### config.mk
export PLATFORM = sky130hd
export DESIGN_NAME = sensor_cubic_linearize_rate
export DESIGN_NICKNAME = d
export VERILOG_FILES = /design/src/sclr_pkg.sv /design/src/sclr_ctrl.sv /design/src/sclr_dp.sv /design/src/sensor_cubic_linearize_rate.sv
export SDC_FILE = /design/constraint.sdc
export NUM_CORES = 2
export LEC_CHECK = 0
export BUFFER_PORTS_ARGS = -buffer_cell sky130_fd_sc_hd__buf_2
export CAP_MARGIN = 20
export CELL_PAD_IN_SITES_DETAIL_PLACEMENT = 0
export CELL_PAD_IN_SITES_GLOBAL_PLACEMENT = 1
export CORE_UTILIZATION = 52
export CTS_CLUSTER_DIAMETER = 50
export DETAILED_ROUTE_END_ITERATION = 10
export PLACE_DENSITY_LB_ADDON = 0.1
export SLEW_MARGIN = 20
export SYNTH_ARGS = -nofsm -noshare
export SYNTH_HDL_FRONTEND = slang
export SYNTH_SLANG_ARGS = --single-unit
### constraint.sdc
create_clock -name clk -period 9.79 [get_ports clk]
set_clock_uncertainty 0.2 [all_clocks]
set_input_delay 0.979 -clock clk [delete_from_list [all_inputs] [get_ports clk]]
set_output_delay 0.979 -clock clk [all_outputs]
set_load 0.03 [all_outputs]
### src/sclr_pkg.sv
// ----------------------------------------------------------------------------
// sclr_pkg
// Shared types and constants for the cubic sensor linearisation and rate block.
// ----------------------------------------------------------------------------
`default_nettype none

package sclr_pkg;

	// field and register widths
	localparam int SAMPLE_BITS_DEF = 12;
	localparam int COEF_W          = 64;
	localparam int TPS_W           = 27;
	localparam int TICK_W          = 32;
	localparam int TEMP_W          = 32;
	localparam int CFG_IDX_W       = 3;

	// polynomial accumulator: four 32-bit limbs, handled one limb a cycle
	localparam int LIMB_W   = 32;
	localparam int ACC_W    = 128;
	localparam int LIMB_CW  = 2;
	localparam int STEP_CW  = 2;

	// rate datapath
	localparam int MAG_W     = 32;
	localparam int PROD_W    = MAG_W + TPS_W;
	localparam int DIV_W     = ((PROD_W + 1) / 2) * 2;
	localparam int DIV_STEPS = DIV_W / 2;
	localparam int DIV_CNT_W = $clog2(DIV_STEPS);

	// configuration register indexes
	localparam logic [CFG_IDX_W-1:0] REG_COEF_ZERO  = 3'd0;
	localparam logic [CFG_IDX_W-1:0] REG_COEF_ONE   = 3'd1;
	localparam logic [CFG_IDX_W-1:0] REG_COEF_TWO   = 3'd2;
	localparam logic [CFG_IDX_W-1:0] REG_COEF_THREE = 3'd3;
	localparam logic [CFG_IDX_W-1:0] REG_TPS        = 3'd4;

	localparam logic [TPS_W-1:0] TPS_RESET = 27'd1000;

	// Horner steps: which coefficient is added in each pass
	localparam logic [STEP_CW-1:0] POLY_STEP_SQUARE = 2'd0;
	localparam logic [STEP_CW-1:0] POLY_STEP_LINEAR = 2'd1;
	localparam logic [STEP_CW-1:0] POLY_STEP_CONST  = 2'd2;

	localparam logic [LIMB_CW-1:0] LIMB_LAST = 2'd3;
	localparam logic [DIV_CNT_W-1:0] DIV_LAST = DIV_CNT_W'(DIV_STEPS - 1);

	// saturation limits
	localparam logic [TEMP_W-1:0] SAT_MAX = 32'h7FFF_FFFF;
	localparam logic [TEMP_W-1:0] SAT_MIN = 32'h8000_0000;

	typedef enum logic [2:0] {
		ST_IDLE,
		ST_POLY,
		ST_SAT,
		ST_DIFF,
		ST_MUL,
		ST_DIV,
		ST_DONE
	} sclr_state_t;

	// commands from the controller to the datapath
	typedef struct packed {
		logic                load;
		logic                poly;
		logic [LIMB_CW-1:0]  limb;
		logic [STEP_CW-1:0]  step;
		logic                sat;
		logic                diff;
		logic                mul;
		logic                div;
		logic                finish;
	} sclr_cmd_t;

	// status from the datapath to the controller
	typedef struct packed {
		logic tick_differs;
	} sclr_status_t;

endpackage

`default_nettype wire

### src/sclr_ctrl.sv
// ----------------------------------------------------------------------------
// sclr_ctrl
// Sequencer: Horner passes, temperature saturation, rate multiply and divide.
// ----------------------------------------------------------------------------
`default_nettype none

module sclr_ctrl (
	input  wire                   clk,
	input  wire                   arst_n,
	input  wire                   in_valid,
	output logic                  in_ready,
	input  wire                   out_free,
	input  sclr_pkg::sclr_status_t status,
	output sclr_pkg::sclr_cmd_t    cmd
);
	import sclr_pkg::*;

	sclr_state_t            state_q, state_d;
	logic [LIMB_CW-1:0]     limb_q, limb_d;
	logic [STEP_CW-1:0]     step_q, step_d;
	logic [DIV_CNT_W-1:0]   cnt_q, cnt_d;

	// state and counters
	always_ff @(posedge clk or negedge arst_n) begin
		if (!arst_n) begin
			state_q <= ST_IDLE;
			limb_q  <= '0;
			step_q  <= '0;
			cnt_q   <= '0;
		end else begin
			state_q <= state_d;
			limb_q  <= limb_d;
			step_q  <= step_d;
			cnt_q   <= cnt_d;
		end
	end

	// next state and commands
	always_comb begin
		state_d  = state_q;
		limb_d   = limb_q;
		step_d   = step_q;
		cnt_d    = cnt_q;
		in_ready = 1'b0;
		cmd      = '0;
		cmd.limb = limb_q;
		cmd.step = step_q;
		unique case (state_q)
			ST_IDLE: begin
				in_ready = 1'b1;
				if (in_valid) begin
					cmd.load = 1'b1;
					limb_d   = '0;
					step_d   = POLY_STEP_SQUARE;
					state_d  = ST_POLY;
				end
			end
			ST_POLY: begin
				cmd.poly = 1'b1;
				limb_d   = limb_q + 1'b1;
				if (limb_q == LIMB_LAST) begin
					step_d = step_q + 1'b1;
					if (step_q == POLY_STEP_CONST) begin
						state_d = ST_SAT;
					end
				end
			end
			ST_SAT: begin
				cmd.sat = 1'b1;
				state_d = status.tick_differs ? ST_DIFF : ST_DONE;
			end
			ST_DIFF: begin
				cmd.diff = 1'b1;
				state_d  = ST_MUL;
			end
			ST_MUL: begin
				cmd.mul = 1'b1;
				cnt_d   = '0;
				state_d = ST_DIV;
			end
			ST_DIV: begin
				cmd.div = 1'b1;
				cnt_d   = cnt_q + 1'b1;
				if (cnt_q == DIV_LAST) begin
					state_d = ST_DONE;
				end
			end
			ST_DONE: begin
				if (out_free) begin
					cmd.finish = 1'b1;
					state_d    = ST_IDLE;
				end
			end
			default: begin
				state_d = ST_IDLE;
			end
		endcase
	end

endmodule

`default_nettype wire

### src/sclr_dp.sv
// ----------------------------------------------------------------------------
// sclr_dp
// Datapath: limb-serial Horner evaluation, saturation, rate multiply and
// radix-4 restoring divider, plus the per-sample state.
// ----------------------------------------------------------------------------
`default_nettype none

module sclr_dp #(
	parameter int SAMPLE_BITS = sclr_pkg::SAMPLE_BITS_DEF
) (
	input  wire                            clk,
	input  wire                            arst_n,
	input  sclr_pkg::sclr_cmd_t            cmd,
	output sclr_pkg::sclr_status_t         status,
	input  wire [SAMPLE_BITS-1:0]          adc_sample,
	input  wire [sclr_pkg::TICK_W-1:0]     current_tick,
	input  wire [sclr_pkg::COEF_W-1:0]     coef_zero,
	input  wire [sclr_pkg::COEF_W-1:0]     coef_one,
	input  wire [sclr_pkg::COEF_W-1:0]     coef_two,
	input  wire [sclr_pkg::COEF_W-1:0]     coef_three,
	input  wire [sclr_pkg::TPS_W-1:0]      ticks_per_second,
	output logic [sclr_pkg::TEMP_W-1:0]    temperature,
	output logic [sclr_pkg::TEMP_W-1:0]    rate,
	output logic                           rate_updated
);
	import sclr_pkg::*;

	localparam int CARRY_W = SAMPLE_BITS + 1;
	localparam int SUM_W   = LIMB_W + SAMPLE_BITS + 1;
	localparam logic [DIV_W-1:0] Q_POS_LIM = DIV_W'(SAT_MAX);
	localparam logic [DIV_W-1:0] Q_NEG_LIM = DIV_W'(SAT_MIN);

	logic [SAMPLE_BITS-1:0] x_q;
	logic [TICK_W-1:0]      tick_q;
	logic [ACC_W-1:0]       acc_q;
	logic [CARRY_W-1:0]     carry_q;
	logic [TEMP_W-1:0]      temp_q;
	logic                   neg_q;
	logic [MAG_W-1:0]       mag_q;
	logic [TICK_W-1:0]      delta_q;
	logic [DIV_W-1:0]       dvd_q;
	logic [MAG_W-1:0]       rem_q;
	logic [TEMP_W-1:0]      prev_q;
	logic [TICK_W-1:0]      last_tick_q;
	logic [TEMP_W-1:0]      held_rate_q;

	logic [COEF_W-1:0]              coef_add;
	logic [LIMB_W-1:0]              coef_sel;
	logic [CARRY_W-1:0]             carry_in;
	logic [LIMB_W+SAMPLE_BITS-1:0]  limb_prod;
	logic [SUM_W-1:0]               limb_sum;
	logic [TEMP_W-1:0]              temp_sat;
	logic [TEMP_W:0]                diff;
	logic [TEMP_W:0]                diff_abs;
	logic [PROD_W-1:0]              prod;
	logic [MAG_W:0]                 r1, r1m, r2, r2m;
	logic                           ge1, ge2;
	logic [TEMP_W-1:0]              rate_sat;

	assign status.tick_differs = (tick_q != last_tick_q);

	// coefficient added in the current Horner pass
	always_comb begin
		priority if (cmd.step == POLY_STEP_SQUARE) begin
			coef_add = coef_two;
		end else if (cmd.step == POLY_STEP_LINEAR) begin
			coef_add = coef_one;
		end else begin
			coef_add = coef_zero;
		end
	end

	// limb of the sign-extended coefficient
	always_comb begin
		unique case (cmd.limb)
			2'd0:    coef_sel = coef_add[LIMB_W-1:0];
			2'd1:    coef_sel = coef_add[COEF_W-1:LIMB_W];
			default: coef_sel = {LIMB_W{coef_add[COEF_W-1]}};
		endcase
	end

	// one limb of acc * x + coef per cycle
	assign carry_in  = (cmd.limb == '0) ? '0 : carry_q;
	assign limb_prod = acc_q[LIMB_W-1:0] * x_q;
	assign limb_sum  = SUM_W'(limb_prod) + SUM_W'(carry_in) + SUM_W'(coef_sel);

	// Q.48 to Q16.16 with saturation
	always_comb begin
		if ((&acc_q[ACC_W-1:63]) || !(|acc_q[ACC_W-1:63])) begin
			temp_sat = acc_q[63:32];
		end else begin
			temp_sat = acc_q[ACC_W-1] ? SAT_MIN : SAT_MAX;
		end
	end

	// temperature difference magnitude
	assign diff     = {temp_q[TEMP_W-1], temp_q} - {prev_q[TEMP_W-1], prev_q};
	assign diff_abs = diff[TEMP_W] ? ((TEMP_W+1)'(0) - diff) : diff;
	assign prod     = mag_q * ticks_per_second;

	// two restoring divide steps per cycle
	always_comb begin
		r1  = {rem_q, dvd_q[DIV_W-1]};
		ge1 = (r1 >= {1'b0, delta_q});
		r1m = ge1 ? (r1 - {1'b0, delta_q}) : r1;
		r2  = {r1m[MAG_W-1:0], dvd_q[DIV_W-2]};
		ge2 = (r2 >= {1'b0, delta_q});
		r2m = ge2 ? (r2 - {1'b0, delta_q}) : r2;
	end

	// quotient to signed Q16.16 with saturation
	always_comb begin
		if (neg_q) begin
			rate_sat = (dvd_q > Q_NEG_LIM) ? SAT_MIN : (TEMP_W'(0) - dvd_q[TEMP_W-1:0]);
		end else begin
			rate_sat = (dvd_q > Q_POS_LIM) ? SAT_MAX : dvd_q[TEMP_W-1:0];
		end
	end

	// working registers
	always_ff @(posedge clk) begin
		if (cmd.load) begin
			x_q     <= adc_sample;
			tick_q  <= current_tick;
			acc_q   <= {{(ACC_W-COEF_W){coef_three[COEF_W-1]}}, coef_three};
			carry_q <= '0;
		end
		if (cmd.poly) begin
			acc_q   <= {limb_sum[LIMB_W-1:0], acc_q[ACC_W-1:LIMB_W]};
			carry_q <= limb_sum[SUM_W-1:LIMB_W];
		end
		if (cmd.sat) begin
			temp_q <= temp_sat;
		end
		if (cmd.diff) begin
			neg_q   <= diff[TEMP_W];
			mag_q   <= diff_abs[MAG_W-1:0];
			delta_q <= tick_q - last_tick_q;
		end
		if (cmd.mul) begin
			dvd_q <= DIV_W'(prod);
			rem_q <= '0;
		end
		if (cmd.div) begin
			dvd_q <= {dvd_q[DIV_W-3:0], ge1, ge2};
			rem_q <= r2m[MAG_W-1:0];
		end
	end

	// state kept from one sample to the next
	always_ff @(posedge clk or negedge arst_n) begin
		if (!arst_n) begin
			prev_q      <= '0;
			last_tick_q <= '0;
			held_rate_q <= '0;
		end else if (cmd.finish) begin
			prev_q <= temp_q;
			if (status.tick_differs) begin
				last_tick_q <= tick_q;
				held_rate_q <= rate_sat;
			end
		end
	end

	// result fields
	assign temperature  = temp_q;
	assign rate_updated = status.tick_differs;
	assign rate         = status.tick_differs ? rate_sat : held_rate_q;

endmodule

`default_nettype wire

### src/sensor_cubic_linearize_rate.sv
// A new input transaction is accepted only once the previous result has been taken into
// the output register, which waits while the output is stalled. The rate is recomputed
// only when the tick differs from that of the last rate update. The work per sample is the
// limb-serial 32 x SAMPLE_BITS Horner multiplier and, for a new rate, 30 radix-4 divide steps.
// Reset (arst_n low) clears state, coefficients to zero and ticks_per_second to 1000.
// ----------------------------------------------------------------------------
// sensor_cubic_linearize_rate
// Cubic linearisation of a converter sample with a saturated rate of change.
// ----------------------------------------------------------------------------
`default_nettype none

module sensor_cubic_linearize_rate #(
	parameter int SAMPLE_BITS = sclr_pkg::SAMPLE_BITS_DEF
) (
	input  wire                                  clk,
	input  wire                                  arst_n,
	// tdata: adc_sample, current_tick, zero fill to whole bytes
	input  wire [((SAMPLE_BITS+sclr_pkg::TICK_W+7)/8)*8-1:0] s_axis_tdata,
	input  wire                                  s_axis_tvalid,
	output logic                                 s_axis_tready,
	// tdata: temperature, rate
	output logic [2*sclr_pkg::TEMP_W-1:0]        m_axis_tdata,
	// tuser: rate_updated
	output logic                                 m_axis_tuser,
	output logic                                 m_axis_tvalid,
	input  wire                                  m_axis_tready,
	input  wire                                  cfg_valid,
	output logic                                 cfg_ready,
	input  wire [sclr_pkg::CFG_IDX_W-1:0]        cfg_index,
	input  wire [sclr_pkg::COEF_W-1:0]           cfg_data
);
	import sclr_pkg::*;

	logic [COEF_W-1:0] coef_zero_q, coef_one_q, coef_two_q, coef_three_q;
	logic [TPS_W-1:0]  tps_q;
	sclr_cmd_t         cmd;
	sclr_status_t      status;
	logic              out_free;
	logic [TEMP_W-1:0] temperature, rate;
	logic              rate_updated;

	// configuration registers
	assign cfg_ready = 1'b1;

	always_ff @(posedge clk or negedge arst_n) begin
		if (!arst_n) begin
			coef_zero_q  <= '0;
			coef_one_q   <= '0;
			coef_two_q   <= '0;
			coef_three_q <= '0;
			tps_q        <= TPS_RESET;
		end else if (cfg_valid) begin
			unique case (cfg_index)
				REG_COEF_ZERO:  coef_zero_q  <= cfg_data;
				REG_COEF_ONE:   coef_one_q   <= cfg_data;
				REG_COEF_TWO:   coef_two_q   <= cfg_data;
				REG_COEF_THREE: coef_three_q <= cfg_data;
				REG_TPS:        tps_q        <= cfg_data[TPS_W-1:0];
				default: ;
			endcase
		end
	end

	// output register
	assign out_free = !m_axis_tvalid || m_axis_tready;

	always_ff @(posedge clk or negedge arst_n) begin
		if (!arst_n) begin
			m_axis_tvalid <= 1'b0;
		end else if (cmd.finish) begin
			m_axis_tvalid <= 1'b1;
		end else if (m_axis_tready) begin
			m_axis_tvalid <= 1'b0;
		end
	end

	always_ff @(posedge clk) begin
		if (cmd.finish) begin
			m_axis_tdata <= {rate, temperature};
			m_axis_tuser <= rate_updated;
		end
	end

	sclr_ctrl u_ctrl (
		.clk      (clk),
		.arst_n   (arst_n),
		.in_valid (s_axis_tvalid),
		.in_ready (s_axis_tready),
		.out_free (out_free),
		.status   (status),
		.cmd      (cmd)
	);

	sclr_dp #(
		.SAMPLE_BITS (SAMPLE_BITS)
	) u_dp (
		.clk              (clk),
		.arst_n           (arst_n),
		.cmd              (cmd),
		.status           (status),
		.adc_sample       (s_axis_tdata[SAMPLE_BITS-1:0]),
		.current_tick     (s_axis_tdata[SAMPLE_BITS+TICK_W-1:SAMPLE_BITS]),
		.coef_zero        (coef_zero_q),
		.coef_one         (coef_one_q),
		.coef_two         (coef_two_q),
		.coef_three       (coef_three_q),
		.ticks_per_second (tps_q),
		.temperature      (temperature),
		.rate             (rate),
		.rate_updated     (rate_updated)
	);

endmodule

`default_nettype wire
=== Yosys cells after proc, flatten, opt, wreduce, memory -nomap -nowiden ===
Index checks and enable logic that the tools add are counted.

* Flip-flop bits (word level): 831
* Input port bits: 120
* Output and inout port bits: 68
* Word-level logic and storage cells: 132

* Add/subtract/negate cells: 11
* Multiply operators: 2
* Magnitude comparators: 4
* Equal/unequal tests: 21
* Muxes and demuxes: 45
* Reduce and logical (&&, ||, !) cells: 24

{| class="wikitable"
|+ Operator list
! kind !! count
|-
| 2-to-1 mux 32 bit || 11
|-
| 2-to-1 mux 128 bit || 2
|-
| 2-to-1 mux 64 bit || 2
|-
| 2-to-1 mux 60 bit || 2
|-
| subtractor 32 bit || 3
|-
| greater-or-equal comparator 33 x 32 -> 1 bit || 2
|-
| AND reduction 65 bit || 1
|-
| OR reduction 65 bit || 1
|-
| case mux 32 bit (2 select lines) || 1
|-
| subtractor 1 x 32 -> 32 bit (first input constant) || 2
|-
| greater-than comparator 60 x 31 -> 1 bit (second input constant) || 1
|-
| greater-than comparator 60 x 32 -> 1 bit (second input constant) || 1
|-
| multiplier 32 x 27 -> 59 bit || 1
|-
| adder 44 x 13 -> 45 bit || 1
|-
| adder 45 x 32 -> 45 bit || 1
|-
| multiplier 32 x 12 -> 44 bit || 1
|-
| 2-to-1 mux 13 bit || 3
|-
| subtractor 32 x 32 -> 33 bit || 1
|-
| inequality test 32 bit || 1
|-
| case mux 3 bit (7 select lines) || 1
|-
| 2-to-1 mux 3 bit || 6
|-
| AND reduction 2 bit || 7
|-
| equality test 3 x 2 -> 1 bit (second input constant) || 4
|-
| equality test 3 bit (second input constant) || 4
|-
| 19 further kinds || 47
|}

=== Logic depth before layout (Yosys ltp) ===
* Word-level depth: 6
* Mapped depth: 29
* Mapped depth without buffers: 26

=== Modules after synthesis ===
From an unflattened synthesis, not the netlist that was laid out.

* Cell total of the unflattened synthesis: 8,342
* Area, all modules: 83,426.3 sq um

{| class="wikitable"
|+ Modules (own cells, without submodules)
! module !! instances !! cells an instance !! area an instance (sq um) !! seq. area each (sq um)
|-
| sclr_dp || 1 || 7,592 || 69,307.7 || 13,633.1
|-
| sensor_cubic_linearize_rate || 1 || 672 || 13,396.6 || 9,066.2
|-
| sclr_ctrl || 1 || 78 || 721.9 || 300.3
|}

=== Worst setup path after synthesis ===
Ideal clock, no wire load.

* Path type: register to register
* Start: register tps_q[8]
* End: register u_dp.dvd_q[58], data pin
* Setup time: 0.270 ns
* Arrival: 7.020 ns
* Data required time: 9.320 ns
* Setup slack: 2.301 ns
* Cell stages (with the launch flop): 28
* Buffers on the path: 2
* Clock period less this slack: 7.489 ns
* Cell sequence: dfstp_2 -> clkbuf_1 -> nand2_1 -> fa_1 -> inv_1 -> fa_1 -> inv_1 -> fa_1 -> fa_1 -> inv_1 -> fa_1 -> fa_1 -> inv_1 -> fa_1 -> inv_1 -> ha_1 -> clkbuf_1 -> a21oi_1 -> o21ai_0 -> nor2_1 -> a21o_1 -> a21oi_1 -> a41o_1 -> a41oi_1 -> o31ai_1 -> a31oi_1 -> xnor2_1 -> o21ai_0

* Word-level cells in the longest chain between the ends: 3

{| class="wikitable"
|+ Ends and longest elaborated chain
! element !! RTL line !! RTL
|-
| start, declared || sensor_cubic_linearize_rate.sv:35 || <nowiki>logic [TPS_W-1:0] tps_q;</nowiki>
|-
| start signal, assigned || sensor_cubic_linearize_rate.sv:58 || <nowiki>REG_TPS: tps_q <= cfg_data[TPS_W-1:0];</nowiki>
|-
| multiplier 32 x 27 -> 59 bit || sclr_dp.sv:99 || <nowiki>assign prod = mag_q * ticks_per_second;</nowiki>
|-
| 2-to-1 mux 60 bit || sclr_dp.sv:140 || <nowiki>if (cmd.mul) begin</nowiki>
|-
| 2-to-1 mux 60 bit || sclr_dp.sv:144 || <nowiki>if (cmd.div) begin</nowiki>
|-
| end signal, assigned || sclr_dp.sv:141 || <nowiki>dvd_q <= DIV_W'(prod);</nowiki>
|-
| end signal, assigned || sclr_dp.sv:145 || <nowiki>dvd_q <= {dvd_q[DIV_W-3:0], ge1, ge2};</nowiki>
|-
| end, declared || sclr_dp.sv:41 || <nowiki>logic [DIV_W-1:0] dvd_q;</nowiki>
|}

Every way passes these cells. The select of a mux whose other input is x is not followed.
A chain may end at the register's enable or synchronous reset.

=== Worst setup path in the final report ===
Ends and elaborated chain as after synthesis.

==> results.tsv <==
stage	metric	value	unit
timing	tns	0	ns
floorplan	die_h	399	um
outcome	status	finished clean	
global_route	grt_first_pass_wirelength	363000	um
clock_network	cts_buffers	107	
timing	max_freq	0.115	GHz
final_layout	mostFrequentLayoutCells	nand2_1, inv_1, fa_1, ha_1, and2_1	
clock_network	clock_sinks	831	
synth	synth-edff-count	439	
timing	tightestPinTransition	1.18	ns
synth	yosysSeqAreaShare	0.280	
synth	synth_ff_type	edfxtp_1	
global_route	grt_max_degree	152	
final_layout	finalCoreUtilization	0.569	
clock_network	h-tree-depth	3	
clock_network	root_buffer	clkbuf_16	
timing	setup_viol	0	
setup_path	reg2reg_to	u_dp.dvd_q[58]	
timing	finalHoldViolCount	0	
clock_network	cts_buffer_depth	3	
floorplan	core_area	157000	um2
floorplan	die_w	399	um
clock_network	cts_resized	0	
detailed_routing	via_count	59300	
detailed_routing	remaining_drc_errors	0	
clock_network	clk_pin_slew_worst_paths	0.06	ns
final_layout	area_delta_synth_final	8.42	%
setup_path	worstPathMaxFanout	27	
synth	synth_cell_types	93	
detailed_routing	dr.pass1.iters	6	
synth	synthArstFlopShare	0.472	
timing	fin_crit	8.67	ns
timing	rsz0062_at_grt	false	
synth	synthCells	8374	
global_route	antenna_found_initial	23	
synth	syn_area	82100	um2
detailed_routing	drt_wl_total	232000	um
global_route	overflow	0	
synth	ys_seq_elements	831	
detailed_routing	initialDrtViolationCount	4227	
clock_network	clk_latency	0.75	ns
job	maxCapViolCount	0	
setup_path	cp.required	10.03	ns
final_layout	final_common_cell	nand2_1	
timing	slew_headroom	0.208	
final_layout	layout-drive-gt1-share	0.116	
setup_path	worstSetupPathType	flip-flop to flip-flop	
clock_network	post_cts_buffers	0	
setup_path	start_kind	flip-flop	
setup_path	r2r_start	tps_q[8]	
place	io_buffers	182	
clock_network	cts_tree	yes	
detailed_routing	ant_nets	0	
detailed_routing	routed_via_density	5.62	
hold_path	hold_path.class	input pin to asynchronous set/reset pin	
synth	syn_avg_cell_area	9.81	um2
detailed_routing	drt-wirelength-per-cell	22.0	um
synth	yosysWarnings	0	
final_layout	nets	10100	
synth	synthesis.nets	10100	
timing	min_period_over_period	0.886	
setup_path	rrSetupSlack	1.12	ns
setup_path	end_kind	flip-flop	
setup_path	rr_worst_depth	25	
floorplan	die-area	160000	um2
setup_path	cp.arrival	8.91	ns
timing	slew_violations	0	
global_route	grt_pass1_vias	61500	
floorplan	row_count	145	
place	post-dp-hpwl	179000	um
global_route	grt_usage	0.299	
floorplan	boundaryPins	188	
floorplan	initial_core_util	0.524	
place	place.gp.congestion	0.903	
clock_network	cts_hold_buf	0	
final_layout	fill_cells	13900	
## cell usage after synthesis, types with 8 or more instances
master       n  area, um2
buf_1        9       33.8
a21oi_1    313       1570
fa_1      1095      21900
clkbuf_1   421       1580
a21o_1     114        856
nor3_1      46        230
o21a_1      33        248
a221oi_1    64        561
a211o_1      8       70.1
ha_1       463       5790
nor4_1      40        250
and3_1      22        138
o31ai_1     39        293
or2_2       12       75.1
nor2b_1     50        313
o22ai_1     18        113
a211oi_1    24        180
xor2_1      78        683
inv_1     1323       4970
nand2b_1    28        175
edfxtp_1   439      13200
mux2i_1     24        240
nand3_1     56        280
and2_1     441       2760
o21bai_1    32        240
xnor2_1    154       1350
o31a_1       9       78.8
o21ai_0    301       1510
nor3b_1      9       67.6
a31oi_1     33        206
nor2_1     248        931
or3_1       18        113
mux2_2     379       4270
nand4_1     55        344
o211ai_1    13       97.6
nand2_1   1426       5350
o21ai_1     19       95.1
dfrtp_1    386       9660
## final cells by class
| class | instances | area [um2] | share of cell area |
|---|---|---|---|
| antenna | 3 | 7.51 | 0.0000843 |
| clock buffer | 126 | 2840 | 0.0319 |
| clock inverter | 74 | 848 | 0.00953 |
| inverter | 1325 | 4980 | 0.0559 |
| multi-input combinational | 5778 | 52600 | 0.590 |
| sequential | 831 | 23000 | 0.258 |
| tap | 2058 | 2570 | 0.0289 |
| timing repair buffer | 349 | 2220 | 0.0250 |
## worst max-delay path, stage by stage, from the launching register on
cell and delay (ns):
dfstp_2 1.03, nand2_1 0.18, fa_1 0.56, inv_1 0.06, fa_1 0.61, inv_1 0.07, fa_1 0.45, fa_1 0.51
inv_1 0.05, fa_1 0.48, fa_1 0.55, inv_1 0.06, fa_1 0.53, inv_1 0.04, ha_1 0.45, a21oi_1 0.11
o21ai_0 0.31, nor2_1 0.09, a21o_1 0.18, a21oi_1 0.45, a41o_1 0.36, a41oi_1 0.19, o31ai_1 0.40, a31oi_1 0.16
xnor2_1 0.20, o21ai_0 0.09
## flip-flops by register name (all words and copies together), names as in the netlist, 27 cells and up
| signal | flops |
|---|---|
| coef_three_q | 64 |
| u_dp.held_rate_q | 32 |
| u_dp.tick_q | 32 |
| u_dp.temperature | 32 |
| u_dp.last_tick_q | 32 |
| u_dp.mag_q | 32 |
| m_axis_tdata | 64 |
| tps_q | 27 |
| coef_one_q | 64 |
| u_dp.dvd_q | 60 |
| u_dp.delta_q | 32 |
| coef_two_q | 64 |
| u_dp.prev_q | 32 |
| u_dp.acc_q | 128 |
| coef_zero_q | 64 |
| u_dp.rem_q | 32 |
## per-layer routing
| layer | vias to the layer above | share of wire | track usage |
|---|---|---|---|
| met4 | 30 | 0.042 | 0.115 |
| met5 | - | 0.00084 | 0 |
| met1 | 30400 | 0.42 | 0.398 |
| li1 | 26900 | - | - |
| met3 | 394 | 0.053 | 0.0404 |
| met2 | 1592 | 0.48 | 0.495 |
## logic make-up (layout without fill, tap and decap cells)
group                      Yosys count  in the layout  share of synthesized area
buffers and inverters             1765           1874                     0.0814
muxes                              403            403                     0.0549
other                                1              4                  0.0000457
AOI/OAI and AO/OA                 1097           1097                     0.0833
xor gates and xnor gates           232            232                     0.0247
adders and majority gates         1558           1558                      0.337
and+or+nand+nor                   2487           2487                      0.138
DFF                                831            831                      0.280
## metrics by stage
stage	hold WS (ns)	worst slack [ns]	std cells	area, um2
2_1_floorplan	0.244	2.30	8374	82100
3_3_place_gp	0.261	1.14	10300	85300
3_5_place_dp	0.268	1.14	10300	85300
4_1_cts	0.0537	1.11	10500	89000
5_1_grt	0.0994	0.724	10500	89000
6_report	0.0617	1.12	10500	89000
## worst max-delay path by stage
stage / startpoint / endpoint / slack, ns / cells past startpoint
floorplan: tps_q[8] / u_dp.dvd_q[58] / 2.30 / 27
global placement: tps_q[8] / u_dp.dvd_q[58] / 1.14 / 25
detailed placement: tps_q[8] / u_dp.dvd_q[58] / 1.14 / 25
CTS: u_dp.mag_q[6] / u_dp.dvd_q[58] / 1.11 / 25
global route: u_dp.mag_q[6] / u_dp.dvd_q[58] / 0.72 / 25
finish: tps_q[8] / u_dp.dvd_q[58] / 1.12 / 25
Power is left out: the tool's default activity adds up to more than one toggle a clock period on the data nets, which glitch-free logic cannot reach.
